File: src/bmp2rgb_ram.sv
// ----------------------------------------------------------------------------
// bmp2rgb_ram
// generic single-write, single-read ram with registered read data
// ----------------------------------------------------------------------------
module bmp2rgb_ram #(
	parameter int Width = 16,
	parameter int Depth = 256
) (
	input  logic                     clk,
	input  logic                     wr_en,
	input  logic [$clog2(Depth)-1:0] wr_addr,
	input  logic [Width-1:0]         wr_data,
	input  logic                     rd_en,
	input  logic [$clog2(Depth)-1:0] rd_addr,
	output logic [Width-1:0]         rd_data
);

	logic [Width-1:0] mem_q [Depth];

	always_ff @(posedge clk) begin
		if (wr_en) begin
			mem_q[wr_addr] <= wr_data;
		end
		if (rd_en) begin
			rd_data <= mem_q[rd_addr];
		end
	end

endmodule

File: config.mk
export PLATFORM = sky130hd
export DESIGN_NAME = bmp2rgb_ram
export DESIGN_NICKNAME = d
export VERILOG_FILES = /design/src/bmp2rgb_ram.sv
export SDC_FILE = /design/constraint.sdc
export NUM_CORES = 2
export LEC_CHECK = 0
export BUFFER_PORTS_ARGS = -buffer_cell sky130_fd_sc_hd__buf_2
export CAP_MARGIN = 15
export CORE_MARGIN = 2
export CORE_UTILIZATION = 27
export DETAILED_ROUTE_END_ITERATION = 7
export GPL_TIMING_DRIVEN = 0
export PLACE_DENSITY = 0.43
export SKIP_CTS_REPAIR_TIMING = 1
export SLEW_MARGIN = 20
export SYNTH_ARGS = -nofsm -noshare
export SYNTH_HDL_FRONTEND = slang
export SYNTH_SLANG_ARGS = --single-unit
File: constraint.sdc
create_clock -name clk -period 2.4 [get_ports clk]
set_input_delay 0.24 -clock clk [delete_from_list [all_inputs] [get_ports clk]]
set_output_delay 0.24 -clock clk [all_outputs]
set_load 0.02 [all_outputs]
==> results.yml <==
route:
  drcViolationCount: 0
  drtPass1Iterations: 6
  wl_mm: 568.8
  post_drt_wl_per_cell_um: 34.95
  detail-route-antenna-nets: 0
  vias: 82550
  via_per_inst: 5.072
  drt_iter0_drc: 11040
logic_synthesis:
  synth_area_leader_cell: "edfxtp_1"
  yosys-top-cells-count: "edfxtp_1, mux4_2, mux2i_1"
  syn_inst: 7360
  yosysTopAreaCellShare_pct: 77.72
  synth-warning-count: 0
  synth-seq-cells: 4112
  synth_nets: 7395
  synth_edf_count: 4112
  synth_top_family_by_area: "multiplexers"
  muxShareOfSynthArea_pct: 15.48
  synth.most_common_cell: "edfxtp_1"
  synth_compound_area_share_pct: 3.534
  synth_fa_ha_area_share_pct: 0
  synth.yosys.seq_area_share_pct: 77.72
  synthXorXnorAreaFrac_pct: 0
  yosysUniqueCellTypes: 51
  syn_area_um2: 158900
  ys.flop_type: "edfxtp_1"
  syn-mean-instance-area_um2: 21.59
  synth_simple_gate_area_share_pct: 1.573
  ys_async_sr_fraction_pct: 0
  yosys-top-cells-area: "edfxtp_1, mux4_2, mux2i_1"
cts:
  htreeDepth: 5
  clockRootBuffer: "clkbuf_16"
  clock-sinks: 4112
  insertion_delay_ns: 1.05
  clkSlewWorstSetupHoldPaths_ns: 0.06
  cts_tree: "built"
  cts_buffer_depth: 4
  cts_made_buffers: 433
worst_setup_path:
  cp_slowest_cell: "nor4_4"
  critPathCaptureType: "register"
  crit_chain: "buf_2 -> and2_1 -> clkbuf_1 -> clkbuf_1 -> a22o_1 -> o32ai_4 -> nor4_4"
  path_common_cell: "clkbuf_1"
  crit_family: "buffers and inverters"
  crit_fanout: 10
  worstPathArrival_ns: 3.79
  worst_ep_required_time_ns: 3.13
  max_stage_delay_ns: 0.78
  critPathLaunchType: "primary input"
  crit_type: "in2reg"
  critical_path_buf_inv_count: 3
grt:
  grt_pass1_vias: 81760
  grt_use_total_pct: 18.59
  antenna_found_initial: 45
  grt-ovfl-total: 0
  grt_max_degree: 117
  grt_pass1_wl_mm: 750.2
power:
  p_int_mw: 119.0
  vdd_drop_max_mv: 0.6488
  switchingPower_mw: 35.80
  p_clk_share_pct: 42.3
  combPwrFrac_pct: 6.5
  p_leak_nw: 59.09
  powerDensity_nw_per_um2: 808.4
  pwr-share-seq_pct: 51.2
  p_sw_share_pct: 23.13
status:
  status: "finished with violations"
  violations: "setup timing"
sta:
  final.setup_skew_ns: 0.07477
  period_needed_ns: 3.060
  fmax_ghz: 0.3268
  slew_violations: 0
  rsz0062_at_grt: "true"
  period_share_pct: 127.5
  relSlewSlack_pct: 25.51
  hold_viol: 0
  worst_slack_ns: -0.6598
  setup_viol: 294
  worst_slew_pin_slew_ns: 1.117
finish:
  area_growth_pct: 20.50
  n_fill_cell: 55490
  drive_above_1_share_pct: 31.48
  stdcell_area_um2: 191400
  multi_input_area_um2: 36070
  final_nets: 8153
  ff_latch_area_um2: 123500
hold_path:
  hold_path_class: "in2reg"
floorplanning:
  core_um2: 585700
  pin_count: 51
  die_x_um: 771.1
  num_rows: 281
  die_y_um: 771.1
  dieArea_um2: 594600
  initial_core_util_pct: 27.12
run:
  cap_violations: 0
placement:
  placed_area_um2: 174800
  gp_congestion: 0.9008
  dp.final_hpwl_mm: 396.0
  place_worst_setup_slack_ns: -3.364
  port_buffers: 40
==> cell families after synthesis <==
group,after synthesis
flops,4112
mux,1450
compound gates,786
simple gates,556
buf+inv,456
==> final cells by class <==
class	instances	area share (%)
sequential	4112	64.50
multi-input combinational	2792	18.84
clock buffer	536	5.917
tap	7782	5.086
timing repair buffer	323	2.612
buffer	452	1.805
clock inverter	253	1.200
antenna	22	0.02876
inverter	4	0.01242
==> per-stage QoR <==
| stage | power (mW) | cells | util (%) | TNS (ns) | hold slack (ns) |
|---|---|---|---|---|---|
| final | 154.8 | 16280 | 32.68 | -18.27 | 0.04841 |
| after global routing | 158.8 | 16260 | 32.68 | -8.355 | -0.002110 |
| after CTS | 155.4 | 16210 | 32.17 | -63.66 | -0.6291 |
| after detailed placement | 90.28 | 15420 | 29.85 | -3221.61 | 0.4817 |
| after global placement | 90.03 | 15180 | 28.83 | - | 0.6884 |
| after floorplan | 84.74 | 7360 | - | -1.351 | 0.3389 |
==> worst reg2reg max path, cell delays in order (launching register included) <==
cell and delay, ns:
edfxtp_1 0.36, mux4_2 0.53, mux4_2 0.58, a22o_4 0.34
o32ai_4 0.56, nor4_2 0.07, buf_4 0.19
==> sequential cells by signal (all words and copies together) (netlist names) <==
register	cells
mem_q	4096
rd_data	16
==> final timing paths <==
check | startpoint | to | slack, ns | cells after the start
min | wr_addr[1] | mem_q[247][3] | 0.05 | 4
min reg2reg | mem_q[218][4] | rd_data[4] | 1.23 | 5
max reg2reg | mem_q[55][10] | rd_data[10] | -0.49 | 6
max | rd_addr[5] | rd_data[0] | -0.66 | 7
==> placed cells by master, fill, tap and decap left out, types with 61 or more instances in the layout <==
cell,count
nor2_4,146
nor2_2,113
buf_2,72
clkinv_1,108
edfxtp_1,4112
clkbuf_2,97
buf_16,62
buf_8,91
mux4_2,797
clkbuf_4,61
buf_4,87
o22ai_1,130
clkinv_2,79
o221ai_1,203
a21oi_1,152
mux2i_1,565
clkbuf_16,438
buf_12,63
mux2_2,88
buf_6,153
clkbuf_1,167
==> power groups by stage <==
stage / sequential, mW / combinational [mW] / clock, mW
2_1_floorplan: 80.8 / 3.92 / 0
3_3_place_gp: 81.2 / 8.85 / 0
3_5_place_dp: 80.8 / 9.48 / 0
4_1_cts: 79.3 / 9.49 / 66.6
5_1_grt: 79.3 / 10.3 / 69.3
6_report: 79.3 / 10.0 / 65.4
==> per-layer routing <==
| metal | up-vias | part of all wire, % | global-route usage [%] |
|---|---|---|---|
| li1 | 32930 | - | - |
| met1 | 45250 | 42 | 25.67 |
| met2 | 3563 | 46 | 29.54 |
| met3 | 793 | 7.3 | 3.139 |
| met4 | 14 | 4.4 | 6.831 |
| met5 | - | 0.018 | 0 |
No activity file was read; power rests on OpenSTA's default activity.
