`src/bmp2rgb_pkg.sv`:
```
// ----------------------------------------------------------------------------
// bmp2rgb_pkg
// shared constants, types and a colour helper for the bmp pixel converter
// ----------------------------------------------------------------------------
package bmp2rgb_pkg;

	localparam int PaletteBits = 8;
	localparam int WidthBits   = 12;

	localparam int PalDepth = 1 << PaletteBits;
	localparam int ColW     = WidthBits + 1;
	localparam int RowW     = WidthBits + 2;
	localparam int BitsW    = ColW + 5;

	localparam logic [ColW-1:0] WidthMax = ColW'(1 << WidthBits);

	localparam int CfgIdxW  = 2;
	localparam int CfgDataW = 13;
	localparam int DepthW   = 5;

	localparam logic [CfgIdxW-1:0] RegBitDepth   = 2'd0;
	localparam logic [CfgIdxW-1:0] RegIs565      = 2'd1;
	localparam logic [CfgIdxW-1:0] RegImageWidth = 2'd2;
	localparam logic [CfgIdxW-1:0] RegCropWidth  = 2'd3;

	localparam logic [DepthW-1:0] Depth1  = 5'd1;
	localparam logic [DepthW-1:0] Depth4  = 5'd4;
	localparam logic [DepthW-1:0] Depth8  = 5'd8;
	localparam logic [DepthW-1:0] Depth16 = 5'd16;
	localparam logic [DepthW-1:0] Depth24 = 5'd24;

	typedef struct packed {
		logic [DepthW-1:0] depth;
		logic              is_565;
		logic [ColW-1:0]   iw;
		logic [ColW-1:0]   cw;
		logic [RowW-1:0]   row_size;
		logic              supported;
		logic              restart;
	} cfg_t;

	typedef struct packed {
		logic        valid;
		logic        pal;
		logic [15:0] color;
		logic        last;
		logic        row_end;
	} pix_t;

	function automatic logic [15:0] bgr_to_565(input logic [23:0] bgr);
		return {bgr[23:19], bgr[15:10], bgr[7:3]};
	endfunction

endpackage

```
`src/bmp2rgb_out.sv`:
```
// ----------------------------------------------------------------------------
// bmp2rgb_out
// result register, selects palette read data or direct colour
// ----------------------------------------------------------------------------
module bmp2rgb_out
	import bmp2rgb_pkg::*;
(
	input  logic        clk,
	input  logic        arst_n,
	input  pix_t        pix,
	input  logic [15:0] rd_data,
	output logic        adv,
	output logic        out_valid,
	input  logic        out_stall,
	output logic [15:0] pixel_color,
	output logic        last_of_run,
	output logic        row_end
);

	logic        valid_s2;
	logic        pal_s2;
	logic [15:0] color_s2;
	logic        last_s2;
	logic        row_end_s2;

	assign adv = !valid_s2 || !out_stall;

	always_ff @(posedge clk or negedge arst_n) begin
		if (!arst_n) begin
			valid_s2 <= 1'b0;
		end else if (adv) begin
			valid_s2 <= pix.valid;
		end
	end

	always_ff @(posedge clk) begin
		if (adv && pix.valid) begin
			pal_s2     <= pix.pal;
			color_s2   <= pix.color;
			last_s2    <= pix.last;
			row_end_s2 <= pix.row_end;
		end
	end

	// palette read data holds while the request waits
	assign out_valid   = valid_s2;
	assign pixel_color = pal_s2 ? rd_data : color_s2;
	assign last_of_run = last_s2;
	assign row_end     = row_end_s2;

endmodule

```
`config.mk`:
```
export PLATFORM = sky130hd
export DESIGN_NAME = bmp2rgb_out
export DESIGN_NICKNAME = d
export VERILOG_FILES = /design/src/bmp2rgb_pkg.sv /design/src/bmp2rgb_out.sv
export SDC_FILE = /design/constraint.sdc
export NUM_CORES = 1
export LEC_CHECK = 0
export BUFFER_PORTS_ARGS = -buffer_cell sky130_fd_sc_hd__clkbuf_2
export CAP_MARGIN = 30
export CORE_MARGIN = 4
export CORE_UTILIZATION = 25
export CTS_BUF_LIST = sky130_fd_sc_hd__clkbuf_4
export DETAILED_ROUTE_END_ITERATION = 16
export HOLD_SLACK_MARGIN = 0.02
export PLACE_DENSITY = 0.67
export SLEW_MARGIN = 20
export SYNTH_ARGS = -nofsm -noshare
export SYNTH_HDL_FRONTEND = slang
export SYNTH_SLANG_ARGS = --single-unit
```
`constraint.sdc`:
```
create_clock -name clk -period 2.1 [get_ports clk]
set_input_delay 0.21 -clock clk [delete_from_list [all_inputs] [get_ports clk]]
set_output_delay 0.21 -clock clk [all_outputs]
set_load 0.005 [all_outputs]
```
==> flow_metrics.env <==
export IMPL_antennaDiodeCount=0
export IMPL_placed_area_um2=1199
export IMPL_syn_inst=41
export IMPL_path_class="flip-flop to output pin"
export IMPL_die_x_um=66.77
export IMPL_yosysWarnings=0
export IMPL_cp_slowest_cell="edfxtp_1"
export IMPL_fin_worst_skew_ps=2.858
export IMPL_track_usage=0.08416
export IMPL_powerDensity_nw_per_um2=640.2
export IMPL_die_area_um2=4458
export IMPL_layout_drive_gt1_share=0.7788
export IMPL_period_minus_slack_ps=1677
export IMPL_grt_pass1_wl_um=2808
export IMPL_regArea_um2=595.6
export IMPL_rsz0062_at_grt="false"
export IMPL_synth_area_mux_share=0.2522
export IMPL_synth_seq_cells=20
export IMPL_fin_setup_tns_ps=0
export IMPL_finalSetupViolations=0
export IMPL_finalWirelength_um=1783
export IMPL_irDropWorstVdd_mv=0.3433
export IMPL_tightest_slew_ps=249.6
export IMPL_path_cells="buf_4 -> mux2_2 -> clkbuf_2"
export IMPL_clock_sinks=20
export IMPL_ant_nets=0
export IMPL_leakage_nw=0.5820
export IMPL_post_cts_resize_count=0
export IMPL_synthAdderAreaFrac=0
export IMPL_arrival_ps=1470
export IMPL_maxCapViolations=0
export IMPL_endpoint_kind="output pin"
export IMPL_clockBufferDepth=2
export IMPL_ys_seq_area_frac=0.6899
export IMPL_worst_hold_path_endpoint="color_s2[2]"
export IMPL_path_max_fanout=13
export IMPL_drc_errors=0
export IMPL_synth_compound_area_frac=0.01739
export IMPL_multi_input_area_um2=240.2
export IMPL_num_io_pins=59
export IMPL_syn_num_nets=80
export IMPL_cts_buffers=3
export IMPL_final_fill_count=336
export IMPL_antenna_found_initial=0
export IMPL_syn_area_um2=863.3
export IMPL_start_util=0.2587
export IMPL_overflow=0
export IMPL_r2r_slack_ps=950
export IMPL_core_area_um2=3337
export IMPL_layout_commonest_cell="clkbuf_2"
export IMPL_hold_depth=1
export IMPL_layout_common_cells="58 x clkbuf_2, 19 x edfxtp_1, 10 x mux2_4"
export IMPL_start_kind="flip-flop"
export IMPL_synth_xor_area_frac=0
export IMPL_maxSlewViolCount=0
export IMPL_ys_types=9
export IMPL_grt_pass1_vias=652
export IMPL_r2r_cells=2
export IMPL_wl_per_cell_um=11.89
export IMPL_final_cell_area_um2=1239
export IMPL_clk_latency_ps=290
export IMPL_hp_start="pix[4]"
export IMPL_layout_nets=144
export IMPL_finalWorstSetupSlack_ps=423.2
export IMPL_synthSimpleGateAreaFrac=0.004348
export IMPL_timing_rr_end="color_s2[7]"
export IMPL_io_buffers=58
export IMPL_vias=585
export IMPL_hold_class="primary input to flip-flop"
export IMPL_cts_tree="done"
export IMPL_relSlewSlack=0.8336
export IMPL_hold_viol_final=0
export IMPL_clkTransAtPathRegs_ps=110
export IMPL_status="complete, no violations"
export IMPL_die_y_um=66.77
export IMPL_cts_root_buf="clkbuf_4"
export IMPL_r2r_start="out_valid"
export IMPL_synth_top_family_by_area="multiplexers"
export IMPL_dp_slack_ps=731.8
export IMPL_placementRows=21
export IMPL_fin_crit_sh=0.7985
export IMPL_viasPerCell=3.900
export IMPL_gp_congestion=0.5957
export IMPL_utilization=0.3712
export IMPL_avgSynthCellArea_um2=21.06
export IMPL_grt_max_degree=20
export IMPL_dr_pass1_iters=2
export IMPL_htreeDepth=1
export IMPL_cp_required_ps=1890
export IMPL_area_growth_pct=43.48
export IMPL_fmax_mhz=596.4
export IMPL_drt_initial_drc_count=31
export IMPL_max_stage_delay_ps=420
==> layer usage <==
| metal | track usage | vias up | wire length [um] |
|---|---|---|---|
| met1 | 0.08114 | 274 | 574 |
| met2 | 0.1671 | 27 | 1058 |
| met4 | 0.03046 | 0 | 0 |
| met3 | 0.02192 | 0 | 150 |
| met5 | 0 | - | 0 |
| li1 | - | 284 | - |
==> power breakdown <==
| group | internal (mW) | switching, mW | leakage (nW) |
|---|---|---|---|
| Combinational | 0.0791 | 0.0457 | 0.372 |
| Clock | 0.0867 | 0.112 | 0.0184 |
| Sequential | 0.463 | 0.00735 | 0.192 |
==> area by class of cell <==
| cell class | count | area share |
|---|---|---|
| tap | 46 | 0.04646 |
| timing repair buffer | 61 | 0.2545 |
| sequential | 20 | 0.4808 |
| multi-input combinational | 19 | 0.1939 |
| clock buffer | 4 | 0.02424 |
==> timing repair <==
action                    4_1_cts  5_1_grt
hold endpoints to repair        1        0
setup buffers                   0        0
hold buffers                    1        0
==> worst max path at each step <==
stage / start / end / slack [ps]
2_1_floorplan: out_valid / color_s2[0] / 320
3_3_place_gp: pal_s2 / pixel_color[2] / 740
3_5_place_dp: pal_s2 / pixel_color[15] / 730
4_1_cts: pal_s2 / pixel_color[15] / 390
5_1_grt: pal_s2 / pixel_color[15] / 300
6_report: pal_s2 / pixel_color[15] / 420
==> metrics by stage <==
step | power [mW] | hold WS (ps) | std cells
6_report | 0.7930 | 84.24 | 150
5_1_grt | 0.8483 | 48.79 | 150
4_1_cts | 0.8116 | 66.36 | 150
3_5_place_dp | 0.6057 | -12.17 | 145
3_3_place_gp | 0.6009 | -15.67 | 145
2_1_floorplan | 0.5386 | -85.59 | 41
==> kinds of logic after synthesis <==
kind of cell / after synthesis
and+or+nand+nor: 1
AOI/OAI and AO/OA: 2
muxes: 16
buffers and inverters: 2
DFF: 20
==> flip-flops by register name (all words and copies together) (netlist names) <==
name	cells
out_valid	1
last_of_run	1
color_s2	16
pal_s2	1
row_end	1
==> synthesized netlist by cell type <==
master	instances	share of area
mux2_4	10	0.17
buf_6	1	0.013
a21boi_0	1	0.0087
dfrtp_1	1	0.029
nand2_1	1	0.0043
buf_12	1	0.023
a21o_1	1	0.0087
mux2_2	6	0.078
edfxtp_1	19	0.66
==> worst max-delay path: cells and delay by family (launching register included) <==
family   cells  cell delay [ps]
buf+inv      2              390
flops        1              420
mux          1              360
(Power assumes the default switching activity.)
