## config.mk

```make
export PLATFORM = sky130hd
export DESIGN_NAME = bmp2rgb_cfg
export DESIGN_NICKNAME = d
export VERILOG_FILES = /design/src/bmp2rgb_pkg.sv /design/src/bmp2rgb_cfg.sv
export SDC_FILE = /design/constraint.sdc
export NUM_CORES = 1
export LEC_CHECK = 0
export BUFFER_PORTS_ARGS = -buffer_cell sky130_fd_sc_hd__buf_2
export CAP_MARGIN = 30
export CELL_PAD_IN_SITES_DETAIL_PLACEMENT = 1
export CELL_PAD_IN_SITES_GLOBAL_PLACEMENT = 1
export CORE_MARGIN = 2
export CORE_UTILIZATION = 48
export DETAILED_ROUTE_END_ITERATION = 10
export GPL_TIMING_DRIVEN = 1
export MAX_ROUTING_LAYER = met4
export PLACE_DENSITY_LB_ADDON = 0.1
export SLEW_MARGIN = 20
export SYNTH_ARGS = -nofsm -noshare
export SYNTH_HDL_FRONTEND = slang
export SYNTH_SLANG_ARGS = --single-unit
```

## constraint.sdc

```tcl
create_clock -name clk -period 4.7 [get_ports clk]
set_input_delay 0.235 -clock clk [delete_from_list [all_inputs] [get_ports clk]]
set_output_delay 0.235 -clock clk [all_outputs]
set_load 0.02 [all_outputs]
```

## src/bmp2rgb_pkg.sv

```systemverilog
// ----------------------------------------------------------------------------
// bmp2rgb_pkg
// shared constants, types and a colour helper for the bmp pixel converter
// ----------------------------------------------------------------------------
package bmp2rgb_pkg;

	localparam int PaletteBits = 8;
	localparam int WidthBits   = 12;

	localparam int PalDepth = 1 << PaletteBits;
	localparam int ColW     = WidthBits + 1;
	localparam int RowW     = WidthBits + 2;
	localparam int BitsW    = ColW + 5;

	localparam logic [ColW-1:0] WidthMax = ColW'(1 << WidthBits);

	localparam int CfgIdxW  = 2;
	localparam int CfgDataW = 13;
	localparam int DepthW   = 5;

	localparam logic [CfgIdxW-1:0] RegBitDepth   = 2'd0;
	localparam logic [CfgIdxW-1:0] RegIs565      = 2'd1;
	localparam logic [CfgIdxW-1:0] RegImageWidth = 2'd2;
	localparam logic [CfgIdxW-1:0] RegCropWidth  = 2'd3;

	localparam logic [DepthW-1:0] Depth1  = 5'd1;
	localparam logic [DepthW-1:0] Depth4  = 5'd4;
	localparam logic [DepthW-1:0] Depth8  = 5'd8;
	localparam logic [DepthW-1:0] Depth16 = 5'd16;
	localparam logic [DepthW-1:0] Depth24 = 5'd24;

	typedef struct packed {
		logic [DepthW-1:0] depth;
		logic              is_565;
		logic [ColW-1:0]   iw;
		logic [ColW-1:0]   cw;
		logic [RowW-1:0]   row_size;
		logic              supported;
		logic              restart;
	} cfg_t;

	typedef struct packed {
		logic        valid;
		logic        pal;
		logic [15:0] color;
		logic        last;
		logic        row_end;
	} pix_t;

	function automatic logic [15:0] bgr_to_565(input logic [23:0] bgr);
		return {bgr[23:19], bgr[15:10], bgr[7:3]};
	endfunction

endpackage

```

## src/bmp2rgb_cfg.sv

```systemverilog
// ----------------------------------------------------------------------------
// bmp2rgb_cfg
// configuration registers and the row geometry derived from them
// ----------------------------------------------------------------------------
module bmp2rgb_cfg
	import bmp2rgb_pkg::*;
(
	input  logic                clk,
	input  logic                arst_n,
	input  logic                cfg_wr_en,
	input  logic [CfgIdxW-1:0]  cfg_index,
	input  logic [CfgDataW-1:0] cfg_data,
	output cfg_t                cfg
);

	logic [DepthW-1:0]   depth_q;
	logic                is565_q;
	logic [CfgDataW-1:0] img_w_q;
	logic [CfgDataW-1:0] crop_w_q;

	logic [ColW-1:0]     iw_q;
	logic [ColW-1:0]     cw_q;
	logic [RowW-1:0]     row_size_q;
	logic                supported_q;

	logic [15:0]         iw_wide;
	logic [15:0]         cw_wide;
	logic [15:0]         iw_sat;
	logic [15:0]         cw_sat;
	logic [ColW-1:0]     iw_eff;
	logic [ColW-1:0]     cw_eff;
	logic [BitsW-1:0]    row_bits;
	logic [BitsW-1:0]    row_bytes;
	logic [BitsW-1:0]    row_padded;
	logic                supported;

	always_ff @(posedge clk or negedge arst_n) begin
		if (!arst_n) begin
			depth_q  <= Depth24;
			is565_q  <= 1'b0;
			img_w_q  <= 13'd480;
			crop_w_q <= 13'd480;
		end else if (cfg_wr_en) begin
			case (cfg_index)
				RegBitDepth:   depth_q  <= cfg_data[DepthW-1:0];
				RegIs565:      is565_q  <= cfg_data[0];
				RegImageWidth: img_w_q  <= cfg_data;
				RegCropWidth:  crop_w_q <= cfg_data;
				default:       depth_q  <= depth_q;
			endcase
		end
	end

	// saturate to the maximum width, zero image width counts as one, crop width is limited to the image width
	always_comb begin
		iw_wide = 16'(img_w_q);
		cw_wide = 16'(crop_w_q);
		iw_sat  = (iw_wide > 16'(WidthMax)) ? 16'(WidthMax) : iw_wide;
		cw_sat  = (cw_wide > 16'(WidthMax)) ? 16'(WidthMax) : cw_wide;
		iw_eff  = (iw_sat == 16'd0) ? ColW'(1) : iw_sat[ColW-1:0];
		cw_eff  = (cw_sat[ColW-1:0] > iw_eff) ? iw_eff : cw_sat[ColW-1:0];
	end

	always_comb begin
		case (depth_q)
			Depth1:  row_bits = BitsW'(iw_eff);
			Depth4:  row_bits = BitsW'(iw_eff) << 2;
			Depth8:  row_bits = BitsW'(iw_eff) << 3;
			Depth16: row_bits = BitsW'(iw_eff) << 4;
			Depth24: row_bits = (BitsW'(iw_eff) << 4) + (BitsW'(iw_eff) << 3);
			default: row_bits = '0;
		endcase
		row_bytes  = (row_bits + BitsW'(7)) >> 3;
		row_padded = (row_bytes + BitsW'(3)) & ~BitsW'(3);
		supported  = (depth_q == Depth16) || (depth_q == Depth24) ||
			((depth_q == Depth1) && (PaletteBits >= 1)) ||
			((depth_q == Depth4) && (PaletteBits >= 4)) ||
			((depth_q == Depth8) && (PaletteBits >= 8));
	end

	always_ff @(posedge clk or negedge arst_n) begin
		if (!arst_n) begin
			iw_q        <= '0;
			cw_q        <= '0;
			row_size_q  <= '0;
			supported_q <= 1'b0;
		end else begin
			iw_q        <= iw_eff;
			cw_q        <= cw_eff;
			row_size_q  <= row_padded[RowW-1:0];
			supported_q <= supported;
		end
	end

	assign cfg.depth     = depth_q;
	assign cfg.is_565    = is565_q;
	assign cfg.iw        = iw_q;
	assign cfg.cw        = cw_q;
	assign cfg.row_size  = row_size_q;
	assign cfg.supported = supported_q;
	assign cfg.restart   = cfg_wr_en;

endmodule

```

==> impl_metrics.ini <==
[outcome]
outcome = completed

[routing]
antenna_left = 0
wire_per_inst_um = 19.9
vias = 3241
drt_iter0_markers = 185
vias_per_cell = 5.85
drc = 0
totalWireLength_um = 11000
drtPass1Iterations = 4

[cts]
cts_inserted_buffers = 9
cts_tree = done
cts_sinks = 71
root_buffer = clkbuf_8
cts_buffer_depth = 2
clock_latency_ns = 0.37
cts-resized-gates = 0
path_clk_slew_ns = 0.09
htreeDepth = 3

[synth]
synth_area_um2 = 4190
synth_edf_count = 0
yosysUniqueCellTypes = 68
synth-main-ff-cell = dfrtp_1
netlist_instances = 381
async_reset_ff_share_pct = 100
yosys_register_bits = 71
ys_warn_count = 0
ys_seq_area_share_pct = 42.7
avgSynthCellArea_um2 = 11.0

[placement]
port-buffer-count = 63
dp_cells = 536
place_ws_ns = 1.02
place_congestion = 0.850
hpwl_um = 8230

[die]
placementRows = 34
core_um2 = 8590
die_y_um = 97.5
io_pins = 66
start_util_pct = 48.8
die_w_um = 97.5
dieArea_um2 = 9500

[global_route]
track_usage_pct = 24.7
gr-total-overflow = 0
grt_pass1_wl_um = 18000
grt_pass1_vias = 3298
antenna_found_initial = 0
grt_max_degree = 72

[setup_path]
crit_path_end_kind = flop
path_buf_inv = 2
path_class = reg -> reg
crit_arrival_ns = 4.00
path_cells = inv_2, nand2_1, inv_1, nand2_1, fa_1, xnor2_1, mux2i_1, o2111ai_4, o311ai_4, nor2_4, or4b_4, nor4_4, xnor2_1
cp_slowest_cell = dfrtp_1
crit_required_ns = 5.00
crit_family = simple AND/OR/NAND/NOR gates
crit_fanout = 15
slowest_delay_ns = 0.54
start_kind = flop

[layout]
final_cells = 554
fill_cells = 950
final_nets = 484
antennaDiodeCount = 0
drive_gt1_share_pct = 34.1
syn_to_final_growth_pct = 14.8

[sta]
fin_crit_sh_pct = 78.8
tns_ns = 0
final_max_slew_viol_count = 0
hold_slack_ns = 0.115
hold_viol_final = 0
grt_setup_unrepaired = no
tightest_slew_ns = 0.838
finClkSkew_ns = 0.0120
finalSetupViolCount = 0
fmax_mhz = 270
max_slew_margin_pct = 44.0
worst_slack_ns = 0.995
min_period_ns = 3.70

[hold_path]
min_path_type = in -> reg

[pwr]
vdd_ir_drop_max_uv = 282
p_leak_uw = 0.00222
power_uw = 2310
power_density_nw_per_um2 = 479

[run]
cap_violations = 0
-- state kept, by name, indices dropped and copies added, names as in the netlist --
name,flops
row_size_q,12
depth_q,5
is565_q,1
supported_q,1
cw_q,13
img_w_q,13
crop_w_q,13
iw_q,13
-- metal layers --
layer	part of all wire, %	track usage, %
met1	45	32.8
met2	50	39.7
met3	3.9	3.45
met4	1.3	7.37
met5	0	-
-- timing repair --
item                                    CTS  global route
hold endpoints to repair                  0            25
endpoints found under the setup margin    0             0
buffers inserted                          0             0
hold buffers                              0             1
-- worst paths after layout --
kind | startpoint | slack, ns | end | cells past startpoint
setup / recovery | img_w_q[12]$_DFFE_PN0P_ | 1.0 | row_size_q[13]$_DFF_PN0_ | 13
hold / removal | cfg_data[8] | 0.12 | crop_w_q[8]$_DFFE_PN1P_ | 2
setup reg to reg | img_w_q[12]$_DFFE_PN0P_ | 1.0 | row_size_q[13]$_DFF_PN0_ | 13
hold reg to reg | crop_w_q[2]$_DFFE_PN0P_ | 0.50 | crop_w_q[2]$_DFFE_PN0P_ | 1
max in group asynchronous | arst_n | 3.65 | crop_w_q[5]$_DFFE_PN1P_ | 4
min in group asynchronous | arst_n | 0.41 | row_size_q[13]$_DFF_PN0_ | 3
-- where the power goes --
group | internal [uW] | switching (uW)
sequential | 756 | 106
combinational | 357 | 531
clock | 302 | 255
total | 1420 | 892
-- cell families after synthesis --
kind of cell,synth area share (%)
flops,42.7
other cells,0.0894
fa+ha+maj,7.64
compound gates,13.6
buf+inv,3.82
xor+xnor,3.34
mux,12.5
simple gates,16.3
-- worst reg2reg max path: cells and delay by family, from the launching register on --
family / cells / cell delay, ns
AND/OR/NAND/NOR: 5 / 1.29
flip-flops: 1 / 0.54
buffers and inverters: 2 / 0.49
adder cells (fa/ha/maj): 1 / 0.44
AO/OA/AOI/OAI: 2 / 0.44
XOR/XNOR: 2 / 0.30
multiplexers: 1 / 0.13
-- cell type report --
| class | instances | area (um2) | share of cell area, % |
|---|---|---|---|
| Multi-Input combinational cell | 276 | 2250 | 46.7 |
| Sequential cell | 71 | 1790 | 37.2 |
| Timing Repair Buffer | 67 | 360 | 7.49 |
| Tap cell | 108 | 135 | 2.81 |
| Clock buffer | 10 | 128 | 2.65 |
| Clock inverter | 6 | 92.6 | 1.92 |
| Inverter | 16 | 60.1 | 1.25 |
-- layout by cell type, fill, tap and decap left out, types with 3 or more instances in the layout --
cell	synthesis	layout
a21oi_1	14	14
a22oi_1	7	7
buf_2	2	63
clkbuf_8	0	9
dfrtp_1	61	61
dfstp_2	10	10
ha_1	24	24
inv_1	14	14
mux2_2	44	44
mux2i_1	3	3
nand2_1	23	23
nand3_1	9	9
nand3b_1	4	4
nand4_1	7	7
nand4b_1	3	3
nor2_1	17	17
nor2b_1	15	15
nor3_1	6	6
nor3b_1	3	3
nor4_1	3	3
o21a_1	11	11
o21ai_0	9	9
o31ai_1	4	4
or3_1	3	3
xnor2_1	10	10
xor2_1	6	6
-- per-stage QoR --
stage / cell area [um2] / utilization, %
floorplan: 4200 / -
global placement: 4560 / 53.1
detailed placement: 4560 / 53.1
CTS: 4780 / 55.6
global route: 4810 / 56.0
finish: 4810 / 56.0
-- synth_stat cells (3+ instances only) --
library cell | instances | share of area (%)
buf_1 | 3 | 0.27
nand2_1 | 23 | 2.1
nor4_1 | 3 | 0.45
o21ai_0 | 9 | 1.1
xor2_1 | 6 | 1.3
inv_1 | 14 | 1.3
xnor2_1 | 10 | 2.1
nor2_1 | 17 | 1.5
nand4_1 | 7 | 1.0
nor3b_1 | 3 | 0.54
clkbuf_1 | 8 | 0.72
nand3_1 | 9 | 1.1
a22oi_1 | 7 | 1.3
buf_4 | 5 | 0.90
nor3_1 | 6 | 0.72
mux2i_1 | 3 | 0.72
dfrtp_1 | 61 | 36
a21oi_1 | 14 | 1.7
dfstp_2 | 10 | 6.3
ha_1 | 24 | 7.2
o21a_1 | 11 | 2.0
or3_1 | 3 | 0.45
nand4b_1 | 3 | 0.63
nand3b_1 | 4 | 0.72
o31ai_1 | 4 | 0.72
mux2_2 | 44 | 12
nor2b_1 | 15 | 2.2
Power figures use the tool's default switching activity.
