### src/bmp2rgb_pkg.sv
// ----------------------------------------------------------------------------
// bmp2rgb_pkg
// shared constants, types and a colour helper for the bmp pixel converter
// ----------------------------------------------------------------------------
package bmp2rgb_pkg;

	localparam int PaletteBits = 8;
	localparam int WidthBits   = 12;

	localparam int PalDepth = 1 << PaletteBits;
	localparam int ColW     = WidthBits + 1;
	localparam int RowW     = WidthBits + 2;
	localparam int BitsW    = ColW + 5;

	localparam logic [ColW-1:0] WidthMax = ColW'(1 << WidthBits);

	localparam int CfgIdxW  = 2;
	localparam int CfgDataW = 13;
	localparam int DepthW   = 5;

	localparam logic [CfgIdxW-1:0] RegBitDepth   = 2'd0;
	localparam logic [CfgIdxW-1:0] RegIs565      = 2'd1;
	localparam logic [CfgIdxW-1:0] RegImageWidth = 2'd2;
	localparam logic [CfgIdxW-1:0] RegCropWidth  = 2'd3;

	localparam logic [DepthW-1:0] Depth1  = 5'd1;
	localparam logic [DepthW-1:0] Depth4  = 5'd4;
	localparam logic [DepthW-1:0] Depth8  = 5'd8;
	localparam logic [DepthW-1:0] Depth16 = 5'd16;
	localparam logic [DepthW-1:0] Depth24 = 5'd24;

	typedef struct packed {
		logic [DepthW-1:0] depth;
		logic              is_565;
		logic [ColW-1:0]   iw;
		logic [ColW-1:0]   cw;
		logic [RowW-1:0]   row_size;
		logic              supported;
		logic              restart;
	} cfg_t;

	typedef struct packed {
		logic        valid;
		logic        pal;
		logic [15:0] color;
		logic        last;
		logic        row_end;
	} pix_t;

	function automatic logic [15:0] bgr_to_565(input logic [23:0] bgr);
		return {bgr[23:19], bgr[15:10], bgr[7:3]};
	endfunction

endpackage

### src/bmp2rgb_unpack.sv
// ----------------------------------------------------------------------------
// bmp2rgb_unpack
// input register, row position tracking and per-pixel decode of each byte
// ----------------------------------------------------------------------------
module bmp2rgb_unpack
	import bmp2rgb_pkg::*;
(
	input  logic                   clk,
	input  logic                   arst_n,
	input  cfg_t                   cfg,
	input  logic                   in_valid,
	output logic                   in_stall,
	input  logic                   mode,
	input  logic [7:0]             palette_index,
	input  logic [23:0]            palette_bgr,
	input  logic [7:0]             data_byte,
	input  logic                   adv,
	output pix_t                   pix,
	output logic                   rd_en,
	output logic [PaletteBits-1:0] rd_addr,
	output logic                   wr_en,
	output logic [PaletteBits-1:0] wr_addr,
	output logic [15:0]            wr_data
);

	logic                   v_s1;
	logic                   mode_s1;
	logic [PaletteBits-1:0] pidx_s1;
	logic [15:0]            pcol_s1;
	logic [7:0]             byte_s1;
	logic [2:0]             slot_q;

	logic [ColW-1:0]        col_q;
	logic [RowW-1:0]        rbc_q;
	logic [15:0]            pend_q;
	logic [1:0]             pcnt_q;

	logic                   acc;
	logic                   step;
	logic                   done;
	logic                   is_pal;
	logic                   pix_step;
	logic                   col_lt_iw;
	logic                   emit_ok;
	logic [ColW-1:0]        col_inc;
	logic                   need_more;
	logic [2:0]             per_last;
	logic [3:0]             rem;
	logic [ColW:0]          col_sum;
	logic [ColW-1:0]        col_jump;
	logic [7:0]             idx;
	logic [15:0]            direct_color;
	logic [RowW-1:0]        rbc_inc;
	logic [ColW-1:0]        col_d;
	logic [15:0]            pend_d;
	logic [1:0]             pcnt_d;
	logic                   row_done;

	assign step     = v_s1 && adv;
	assign in_stall = v_s1 && !(step && done);
	assign acc      = in_valid && !in_stall;

	always_ff @(posedge clk or negedge arst_n) begin
		if (!arst_n) begin
			v_s1 <= 1'b0;
		end else if (acc) begin
			v_s1 <= 1'b1;
		end else if (step && done) begin
			v_s1 <= 1'b0;
		end
	end

	always_ff @(posedge clk) begin
		if (acc) begin
			mode_s1 <= mode;
			pidx_s1 <= palette_index[PaletteBits-1:0];
			pcol_s1 <= bgr_to_565(palette_bgr);
			byte_s1 <= data_byte;
		end
	end

	// decode of the byte at the current slot
	always_comb begin
		is_pal    = cfg.depth < Depth16;
		pix_step  = step && mode_s1 && cfg.supported;
		col_lt_iw = col_q < cfg.iw;
		emit_ok   = col_q < cfg.cw;
		col_inc   = col_q + ColW'(1);
		need_more = (cfg.depth == Depth24) ? (pcnt_q < 2'd2) : (pcnt_q == 2'd0);

		case (cfg.depth)
			Depth1:  per_last = 3'd7;
			Depth4:  per_last = 3'd1;
			default: per_last = 3'd0;
		endcase
		rem      = 4'(per_last - slot_q) + 4'd1;
		col_sum  = {1'b0, col_q} + (ColW+1)'(rem);
		col_jump = (col_sum > {1'b0, cfg.iw}) ? cfg.iw : col_sum[ColW-1:0];

		case (cfg.depth)
			Depth1:  idx = {7'd0, byte_s1[~slot_q]};
			Depth4:  idx = slot_q[0] ? {4'd0, byte_s1[3:0]} : {4'd0, byte_s1[7:4]};
			default: idx = byte_s1;
		endcase

		if (cfg.depth == Depth24) begin
			direct_color = {byte_s1[7:3], pend_q[7:2], pend_q[15:11]};
		end else if (cfg.is_565) begin
			direct_color = {byte_s1, pend_q[7:0]};
		end else begin
			direct_color = {byte_s1[6:0], pend_q[7:5], 1'b0, pend_q[4:0]};
		end
	end

	// next row state and the pixel request for this step
	always_comb begin
		done        = 1'b1;
		col_d       = col_q;
		pend_d      = pend_q;
		pcnt_d      = pcnt_q;
		pix.valid   = 1'b0;
		pix.pal     = is_pal;
		pix.color   = direct_color;
		pix.last    = 1'b1;
		pix.row_end = col_inc == cfg.cw;
		if (mode_s1 && cfg.supported) begin
			if (!is_pal) begin
				if (col_lt_iw) begin
					if (need_more) begin
						pend_d = {pend_q[7:0], byte_s1};
						pcnt_d = pcnt_q + 2'd1;
					end else begin
						pix.valid = emit_ok;
						col_d     = col_inc;
						pend_d    = '0;
						pcnt_d    = '0;
					end
				end
			end else if (!emit_ok) begin
				col_d = col_jump;
			end else begin
				pix.valid = 1'b1;
				pix.last  = (slot_q == per_last) || (col_inc == cfg.cw);
				col_d     = col_inc;
				done      = (slot_q == per_last) || (col_inc == cfg.iw);
			end
		end
		pix.valid = pix.valid && step;
	end

	assign rbc_inc  = rbc_q + RowW'(1);
	assign row_done = rbc_inc >= cfg.row_size;

	always_ff @(posedge clk or negedge arst_n) begin
		if (!arst_n) begin
			col_q  <= '0;
			rbc_q  <= '0;
			pend_q <= '0;
			pcnt_q <= '0;
		end else if (cfg.restart) begin
			col_q  <= '0;
			rbc_q  <= '0;
			pend_q <= '0;
			pcnt_q <= '0;
		end else if (pix_step) begin
			if (done && row_done) begin
				col_q  <= '0;
				rbc_q  <= '0;
				pend_q <= '0;
				pcnt_q <= '0;
			end else begin
				col_q  <= col_d;
				pend_q <= pend_d;
				pcnt_q <= pcnt_d;
				if (done) begin
					rbc_q <= rbc_inc;
				end
			end
		end
	end

	always_ff @(posedge clk or negedge arst_n) begin
		if (!arst_n) begin
			slot_q <= '0;
		end else if (step) begin
			slot_q <= done ? 3'd0 : slot_q + 3'd1;
		end
	end

	assign rd_en   = pix.valid && is_pal;
	assign rd_addr = idx[PaletteBits-1:0];
	assign wr_en   = step && !mode_s1;
	assign wr_addr = pidx_s1;
	assign wr_data = pcol_s1;

endmodule

### config.mk
export PLATFORM = sky130hd
export DESIGN_NAME = bmp2rgb_unpack
export DESIGN_NICKNAME = d
export VERILOG_FILES = /design/src/bmp2rgb_pkg.sv /design/src/bmp2rgb_unpack.sv
export SDC_FILE = /design/constraint.sdc
export NUM_CORES = 1
export LEC_CHECK = 0
export BUFFER_PORTS_ARGS = -buffer_cell sky130_fd_sc_hd__buf_2
export CORE_MARGIN = 2
export CORE_UTILIZATION = 45
export DETAILED_ROUTE_END_ITERATION = 8
export PLACE_DENSITY = 0.69
export SYNTH_ARGS = -nofsm -noshare
export SYNTH_HDL_FRONTEND = slang
export SYNTH_SLANG_ARGS = --single-unit
### constraint.sdc
create_clock -name clk -period 14.1 [get_ports clk]
set_clock_uncertainty 0.15 [all_clocks]
set_input_delay 0 -clock clk [delete_from_list [all_inputs] [get_ports clk]]
set_output_delay 0 -clock clk [all_outputs]
set_load 0.02 [all_outputs]
==> results of run 1 <==
==> kinds of logic after synthesis <==
| group | count (synthesis) | synth area share (%) |
|---|---|---|
| compound gates | 171 | 18.2 |
| buf+inv | 96 | 6.11 |
| flops | 79 | 32.6 |
| simple gates | 218 | 17.9 |
| fa+ha+maj | 67 | 13.0 |
| xor+xnor | 53 | 7.80 |
| mux | 25 | 4.43 |
==> registers in the layout, summed over array words and instances (netlist names) <==
register  flops
wr_data      16
rbc_q        14
col_q        13
pcnt_q        2
slot_q        3
wr_addr       8
byte_s1       8
mode_s1       1
pend_q       13
v_s1          1
==> critical path, stage by stage (launching register included) <==
cell and delay, ns:
dfrtp_1 0.44, ha_1 0.32, inv_1 0.04, ha_1 0.20
fa_1 0.37, xnor2_1 0.13, ha_1 0.32, o21ai_0 0.09
o21bai_1 0.25, and3_1 0.35, nand2_1 0.10, xnor2_1 0.26
ha_1 0.30, a21boi_0 0.14, o31a_1 0.32, o31a_1 0.33
nor2_1 0.37, buf_4 0.26, mux2_2 0.38, a21oi_1 0.18
o211ai_1 0.11
==> power by group <==
| group | leakage [nW] | internal [mW] | total (mW) | switching, mW |
|---|---|---|---|---|
| combinational | 2.76 | 0.0584 | 0.134 | 0.0756 |
| sequential | 0.947 | 0.252 | 0.263 | 0.0112 |
| clock | 0.144 | 0.126 | 0.234 | 0.108 |
==> how the worst max path moves through the flow <==
stage / from / cells after the start / to
after floorplan: cfg[46] / 20 / col_q[5]
after CTS: slot_q[1] / 21 / col_q[7]
final: slot_q[1] / 20 / col_q[7]
after global routing: slot_q[1] / 21 / col_q[7]
after global placement: cfg[47] / 23 / col_q[7]
after detailed placement: cfg[47] / 24 / col_q[7]
==> metrics by stage <==
| step | hold WS [ns] | util (%) |
|---|---|---|
| 4_1_cts | 0.0446 | 56.2 |
| 6_report | 0.0605 | 56.2 |
| 5_1_grt | 0.0964 | 56.2 |
| 2_1_floorplan | -0.446 | - |
| 3_3_place_gp | 0.0263 | 51.2 |
| 3_5_place_dp | 0.0281 | 51.2 |
==> synth_stat cells, types with 14 or more instances <==
library cell	number
xnor2_1	36
a21oi_1	37
inv_1	63
nand3_1	26
edfxtp_1	33
o21ai_0	26
nand4_1	16
a22o_1	16
dfrtp_1	46
ha_1	65
clkbuf_1	14
nand2_1	49
nor2_1	38
nor3_1	14
==> cell usage in the layout (no fill, tap or decap), types with 4 or more instances in the layout <==
cell type / instances
edfxtp_1: 33
ha_1: 65
a21o_1: 10
o22ai_1: 9
nor2_1: 38
o211ai_1: 5
o31ai_1: 6
xnor2_1: 36
dlygate4sd3_1: 42
dfrtp_1: 46
nor4_1: 4
o21ai_1: 6
buf_2: 139
buf_4: 6
nand2_1: 49
and4_1: 5
inv_1: 63
xor2_1: 13
nor3_1: 14
o21ai_0: 26
and2_1: 6
a211oi_1: 5
or3_1: 5
nand4_1: 16
clkbuf_16: 9
a21oi_1: 37
nand3_1: 26
and3_1: 12
a41oi_1: 4
a31oi_1: 7
nor2b_1: 10
nor3b_1: 8
mux2_2: 13
mux2i_1: 10
inv_8: 4
nand2b_1: 9
a22o_1: 16
==> cell type report <==
| type | count | area [um^2] |
|---|---|---|
| Inverter | 64 | 240 |
| Tap cell | 184 | 230 |
| Fill cell | 1315 | 6310 |
| Antenna cell | 1 | 2.50 |
| Clock inverter | 7 | 70.1 |
| Clock buffer | 9 | 225 |
| Timing Repair Buffer | 187 | 1160 |
| Sequential cell | 79 | 2140 |
| Multi-Input combinational cell | 534 | 4040 |
==> repair_timing <==
action                                 in CTS  in global routing
hold buffers                               42                  0
endpoints found under the hold margin      88                  0
buffers inserted                            0                  0
==> routing by layer <==
layer | global-route usage [%] | share of wire [%]
met2 | 37.6 | 45
met3 | 5.03 | 7.3
met4 | 9.22 | 2.6
met5 | 0 | 0
met1 | 31.9 | 45
==> impl_metrics.csv, run 1 <==
group,metric,value,unit
sta,tightest_slew,1.07,ns
sta,hold_viol_final,0,
placed_design,globalplace.congestion,0.935,
logic_synthesis,yosysSeqAreaShare,32.6,%
worst_setup_path,r2r_setup_slack,8.53,ns
global_route,grt_pass1_wl,30.1,mm
sta,finalSetupViolations,0,
worst_setup_path,setup.worst_path.class,"reg2reg",
pwr,powerDensity,77.8,nW/um^2
cells_and_area,nets,1035,
global_route,grt_pass1_vias,6028,
drt,vias_per_cell,5.67,
clock_tree,clk_pin_slew_worst_paths,0.07,ns
die,io_pins,148,
cells_and_area,area_delta_synth_final,23.3,%
die,num_rows,44,
worst_hold_path,hp-class,"in2reg",
clock_tree,cts_resized,0,
drt,vias,6040,
clock_tree,cts_tree,"built",
global_route,grt_max_degree,47,
outcome,status,"complete, no violations",
clock_tree,cts.path.max_buffers,2,
flow_run,maxCapViolCount,0,
sta,fin_crit,5.57,ns
cells_and_area,drive_gt1_share,22.5,%
drt,wl,18.5,mm
logic_synthesis,synth_area_leaders,"dfrtp_1 18%, edfxtp_1 15%, ha_1 12%, xnor2_1 4.8%, inv_1 3.6%",
worst_setup_path,crit-reg2reg-capture,"col_q[7]",
logic_synthesis,synth_edf_count,33,
logic_synthesis,synth.avg_cell_area,9.27,um^2
logic_synthesis,ys_ff_latch,79,
worst_setup_path,r2r-start,"slot_q[1]",
die,die_y,125,um
sta,tns,0,ns
worst_setup_path,path_max_fanout,7,
clock_tree,clk_latency,0.34,ns
pwr,power,631,uW
pwr,ir_worst_vdd,92.2,uV
die,dieArea,15600,um^2
cells_and_area,instances_no_fill,1065,
drt,wl_per_cell,17.4,um
sta,period_share,39.5,%
global_route,overflow,0,
clock_tree,cts_buffers,9,
logic_synthesis,synth_warnings,0,
global_route,antenna_found_initial,1,
logic_synthesis,synth_cell_types,81,
worst_hold_path,hold_depth,4,
drt,final_antenna_net_count,0,
sta,clock.fmax,180,MHz
clock_tree,cts_max_level,3,
logic_synthesis,async_flop_share,58.2,%
die,start_util,45.6,%
logic_synthesis,synth_top_cell_area_share,17.5,%
worst_setup_path,worstPathRequired,14.16,ns
logic_synthesis,yosysTopAreaCell,"dfrtp_1",
clock_tree,cts_sinks,79,
pwr,p_leak,3.85,nW
drt,drt_iter0_drc,454,
sta,rsz0062_at_grt,"no",
worst_hold_path,min_from,"cfg[1]",
worst_hold_path,min_to,"rbc_q[3]",
placed_design,place_area,7390,um^2
placed_design,io_buffers,139,
placed_design,pre_cts_ws,8.35,ns
logic_synthesis,syn_area,6580,um^2
die,coreArea,14400,um^2
clock_tree,cts_root_buf,"clkbuf_16",
drt,first_pass_iters,5,
placed_design,hpwl,13.5,mm
logic_synthesis,yosys_most_used_dff,"dfrtp_1",
worst_setup_path,critPathArrivalTime,5.63,ns
global_route,grt_usage,23.7,%
sta,finalWorstSetupSlack,8.53,ns
placed_design,place_inst,1006,
sta,slew_headroom,28.6,%
worst_setup_path,r2r_cells,20,
worst_setup_path,worstSetupStartpointType,"register",
worst_setup_path,crit_path_end_kind,"register",
drt,drc_errors,0,
logic_synthesis,syn_nets,869,
logic_synthesis,syn_inst,709,
cells_and_area,final_cell_area,8110,um^2
die,die_w,125,um
sta,drv_slew,0,
No activity file was read; power rests on OpenSTA's default activity.
==> run 2, diff against run 1 <==
==> constraint.sdc (replaced) <==
create_clock -name clk -period 5.51 [get_ports clk]
set_clock_uncertainty 0.15 [all_clocks]
set_input_delay 0 -clock clk [delete_from_list [all_inputs] [get_ports clk]]
set_output_delay 0 -clock clk [all_outputs]
set_load 0.02 [all_outputs]
==> run 2 against run 1 <==
Register-to-register slack worse by 8.1 ns. Flip-flop and latch count stayed put. Core utilization is 0.23 points higher. Sequential share of layout area is 0.11 points lower.
==> impl_metrics.csv, run 2 (same netlist as run 1, synthesis figures left out) <==
group,metric,value,unit
drt,first_pass_iters,5,
cells_and_area,drive_gt1_share,23.2,%
global_route,grt_pass1_vias,5964,
placed_design,place_inst,1013,
placed_design,place_area,7440,um^2
sta,tightest_slew,1.04,ns
die,coreArea,14400,um^2
placed_design,globalplace.congestion,1.01,
sta,whs,0.0304,ns
sta,slew_headroom,30.4,%
die,die_w,125,um
cells_and_area,utilization,56.4,%
worst_hold_path,min_from,"cfg[38]",
placed_design,io_buffers,139,
drt,vias_per_cell,5.58,
cells_and_area,nets,1040,
global_route,grt_pass1_wl,30.7,mm
sta,rsz0062_at_grt,"no",
cells_and_area,fillers,1301,
clock_tree,post-cts-setup-buffers,0,
worst_setup_path,r2r-start,"slot_q[1]",
placed_design,pre_cts_ws,0.313,ns
drt,wl_per_cell,17.4,um
global_route,grt_max_degree,47,
clock_tree,clk_pin_slew_worst_paths,0.07,ns
die,num_rows,44,
clock_tree,cts.path.max_buffers,2,
pwr,power,1.60,mW
die,die_y,125,um
clock_tree,clk_latency,0.34,ns
clock_tree,cts_buffers,9,
global_route,grt_usage,24.3,%
worst_setup_path,setup.worst_path.class,"reg2reg",
drt,drc_errors,0,
clock_tree,cts_max_level,3,
clock_tree,cts_root_buf,"clkbuf_16",
pwr,p_leak,3.88,nW
worst_setup_path,critPathLaunch,"slot_q[1]",
cells_and_area,final_cell_mix,"139 x buf_2, 65 x ha_1, 63 x inv_1",
drt,wl,18.6,mm
pwr,powerDensity,197,nW/um^2
sta,clock.fmax,196,MHz
cells_and_area,layout_commonest_cell,"buf_2",
die,io_pins,148,
clock_tree,cts_resized,0,
sta,drv_slew,0,
cells_and_area,final_cell_area,8140,um^2
global_route,overflow,0,
pwr,ir_worst_vdd,204,uV
drt,drt_iter0_drc,372,
worst_setup_path,worstSetupStartpointType,"register",
placed_design,hpwl,13.7,mm
worst_setup_path,worstPathRequired,5.59,ns
sta,period_share,92.5,%
global_route,antenna_found_initial,1,
sta,tns,0,ns
drt,final_antenna_net_count,0,
worst_setup_path,path_max_fanout,9,
flow_run,maxCapViolCount,0,
cells_and_area,largest_reg_flops,16,
worst_setup_path,crit_path_end_kind,"register",
die,dieArea,15600,um^2
outcome,status,"complete, no violations",
sta,hold_viol_final,0,
clock_tree,cts_sinks,79,
cells_and_area,multi_input_area,4040,um^2
drt,vias,5968,
cells_and_area,instances_no_fill,1070,
sta,fin_crit,5.10,ns
die,start_util,45.6,%
sta,finalWorstSetupSlack,0.415,ns
sta,finalSetupViolations,0,
cells_and_area,area_delta_synth_final,23.8,%
worst_setup_path,critPathArrivalTime,5.18,ns
cells_and_area,register_area,2140,um^2
clock_tree,cts_tree,"built",
worst_hold_path,hp-class,"in2reg",
==> run 2: cell types whose count changed in the layout (fill, tap and decap cells not counted) <==
cell / before / now
buf_4: 6 / 13
dlygate4sd3_1: 42 / 40
==> run 2: metal layers <==
layer / track usage [%] / wire (um) / vias to the layer above
met2: 39.0 / 8610 / 212
met5: 0 / 0 / -
met4: 7.25 / 486 / 0
met3: 5.50 / 1300 / 34
li1: - / - / 2951
met1: 33.0 / 8200 / 2771
==> run 2: power breakdown <==
part | total [mW] | switching (mW) | internal [mW]
combinational | 0.339 | 0.191 | 0.149
clock | 0.588 | 0.267 | 0.321
sequential | 0.674 | 0.0290 | 0.645
==> run 2: worst paths after layout <==
path / to / slack, ns / depth (start not counted)
setup / recovery: col_q[0] / 0.41 / 19
hold reg to reg: pcnt_q[0] / 0.35 / 1
min in group asynchronous: rbc_q[4] / 0.24 / 2
max in group asynchronous: col_q[4] / 4.33 / 2
hold / removal: col_q[9] / 0.03 / 4
setup reg to reg: col_q[0] / 0.41 / 19
==> run 2: cell type report <==
type                       count  share of cell area (%)
multi-input combinational    534                    49.6
sequential                    79                    26.3
timing repair buffer         192                    14.7
inverter                      64                    2.95
tap                          184                    2.83
clock buffer                   9                    2.77
clock inverter                 7                   0.861
antenna                        1                  0.0307
==> run 2: critical path: stages, from the launching register on <==
cell and delay, ns:
dfrtp_1 0.44, ha_1 0.33, inv_1 0.04, ha_1 0.20
fa_1 0.43, ha_1 0.34, a21o_1 0.17, a21oi_1 0.38
buf_4 0.26, xnor2_1 0.13, ha_1 0.25, and4_1 0.22
o21a_1 0.11, o31a_1 0.28, o31a_1 0.27, nor2_1 0.25
buf_4 0.23, mux2i_1 0.19, o21ai_0 0.10, a22o_1 0.19
==> run 2: timing repair <==
action                                  4_1_cts  5_1_grt
endpoints found under the hold margin        86        0
hold buffers                                 40        0
endpoints found under the setup margin        0        0
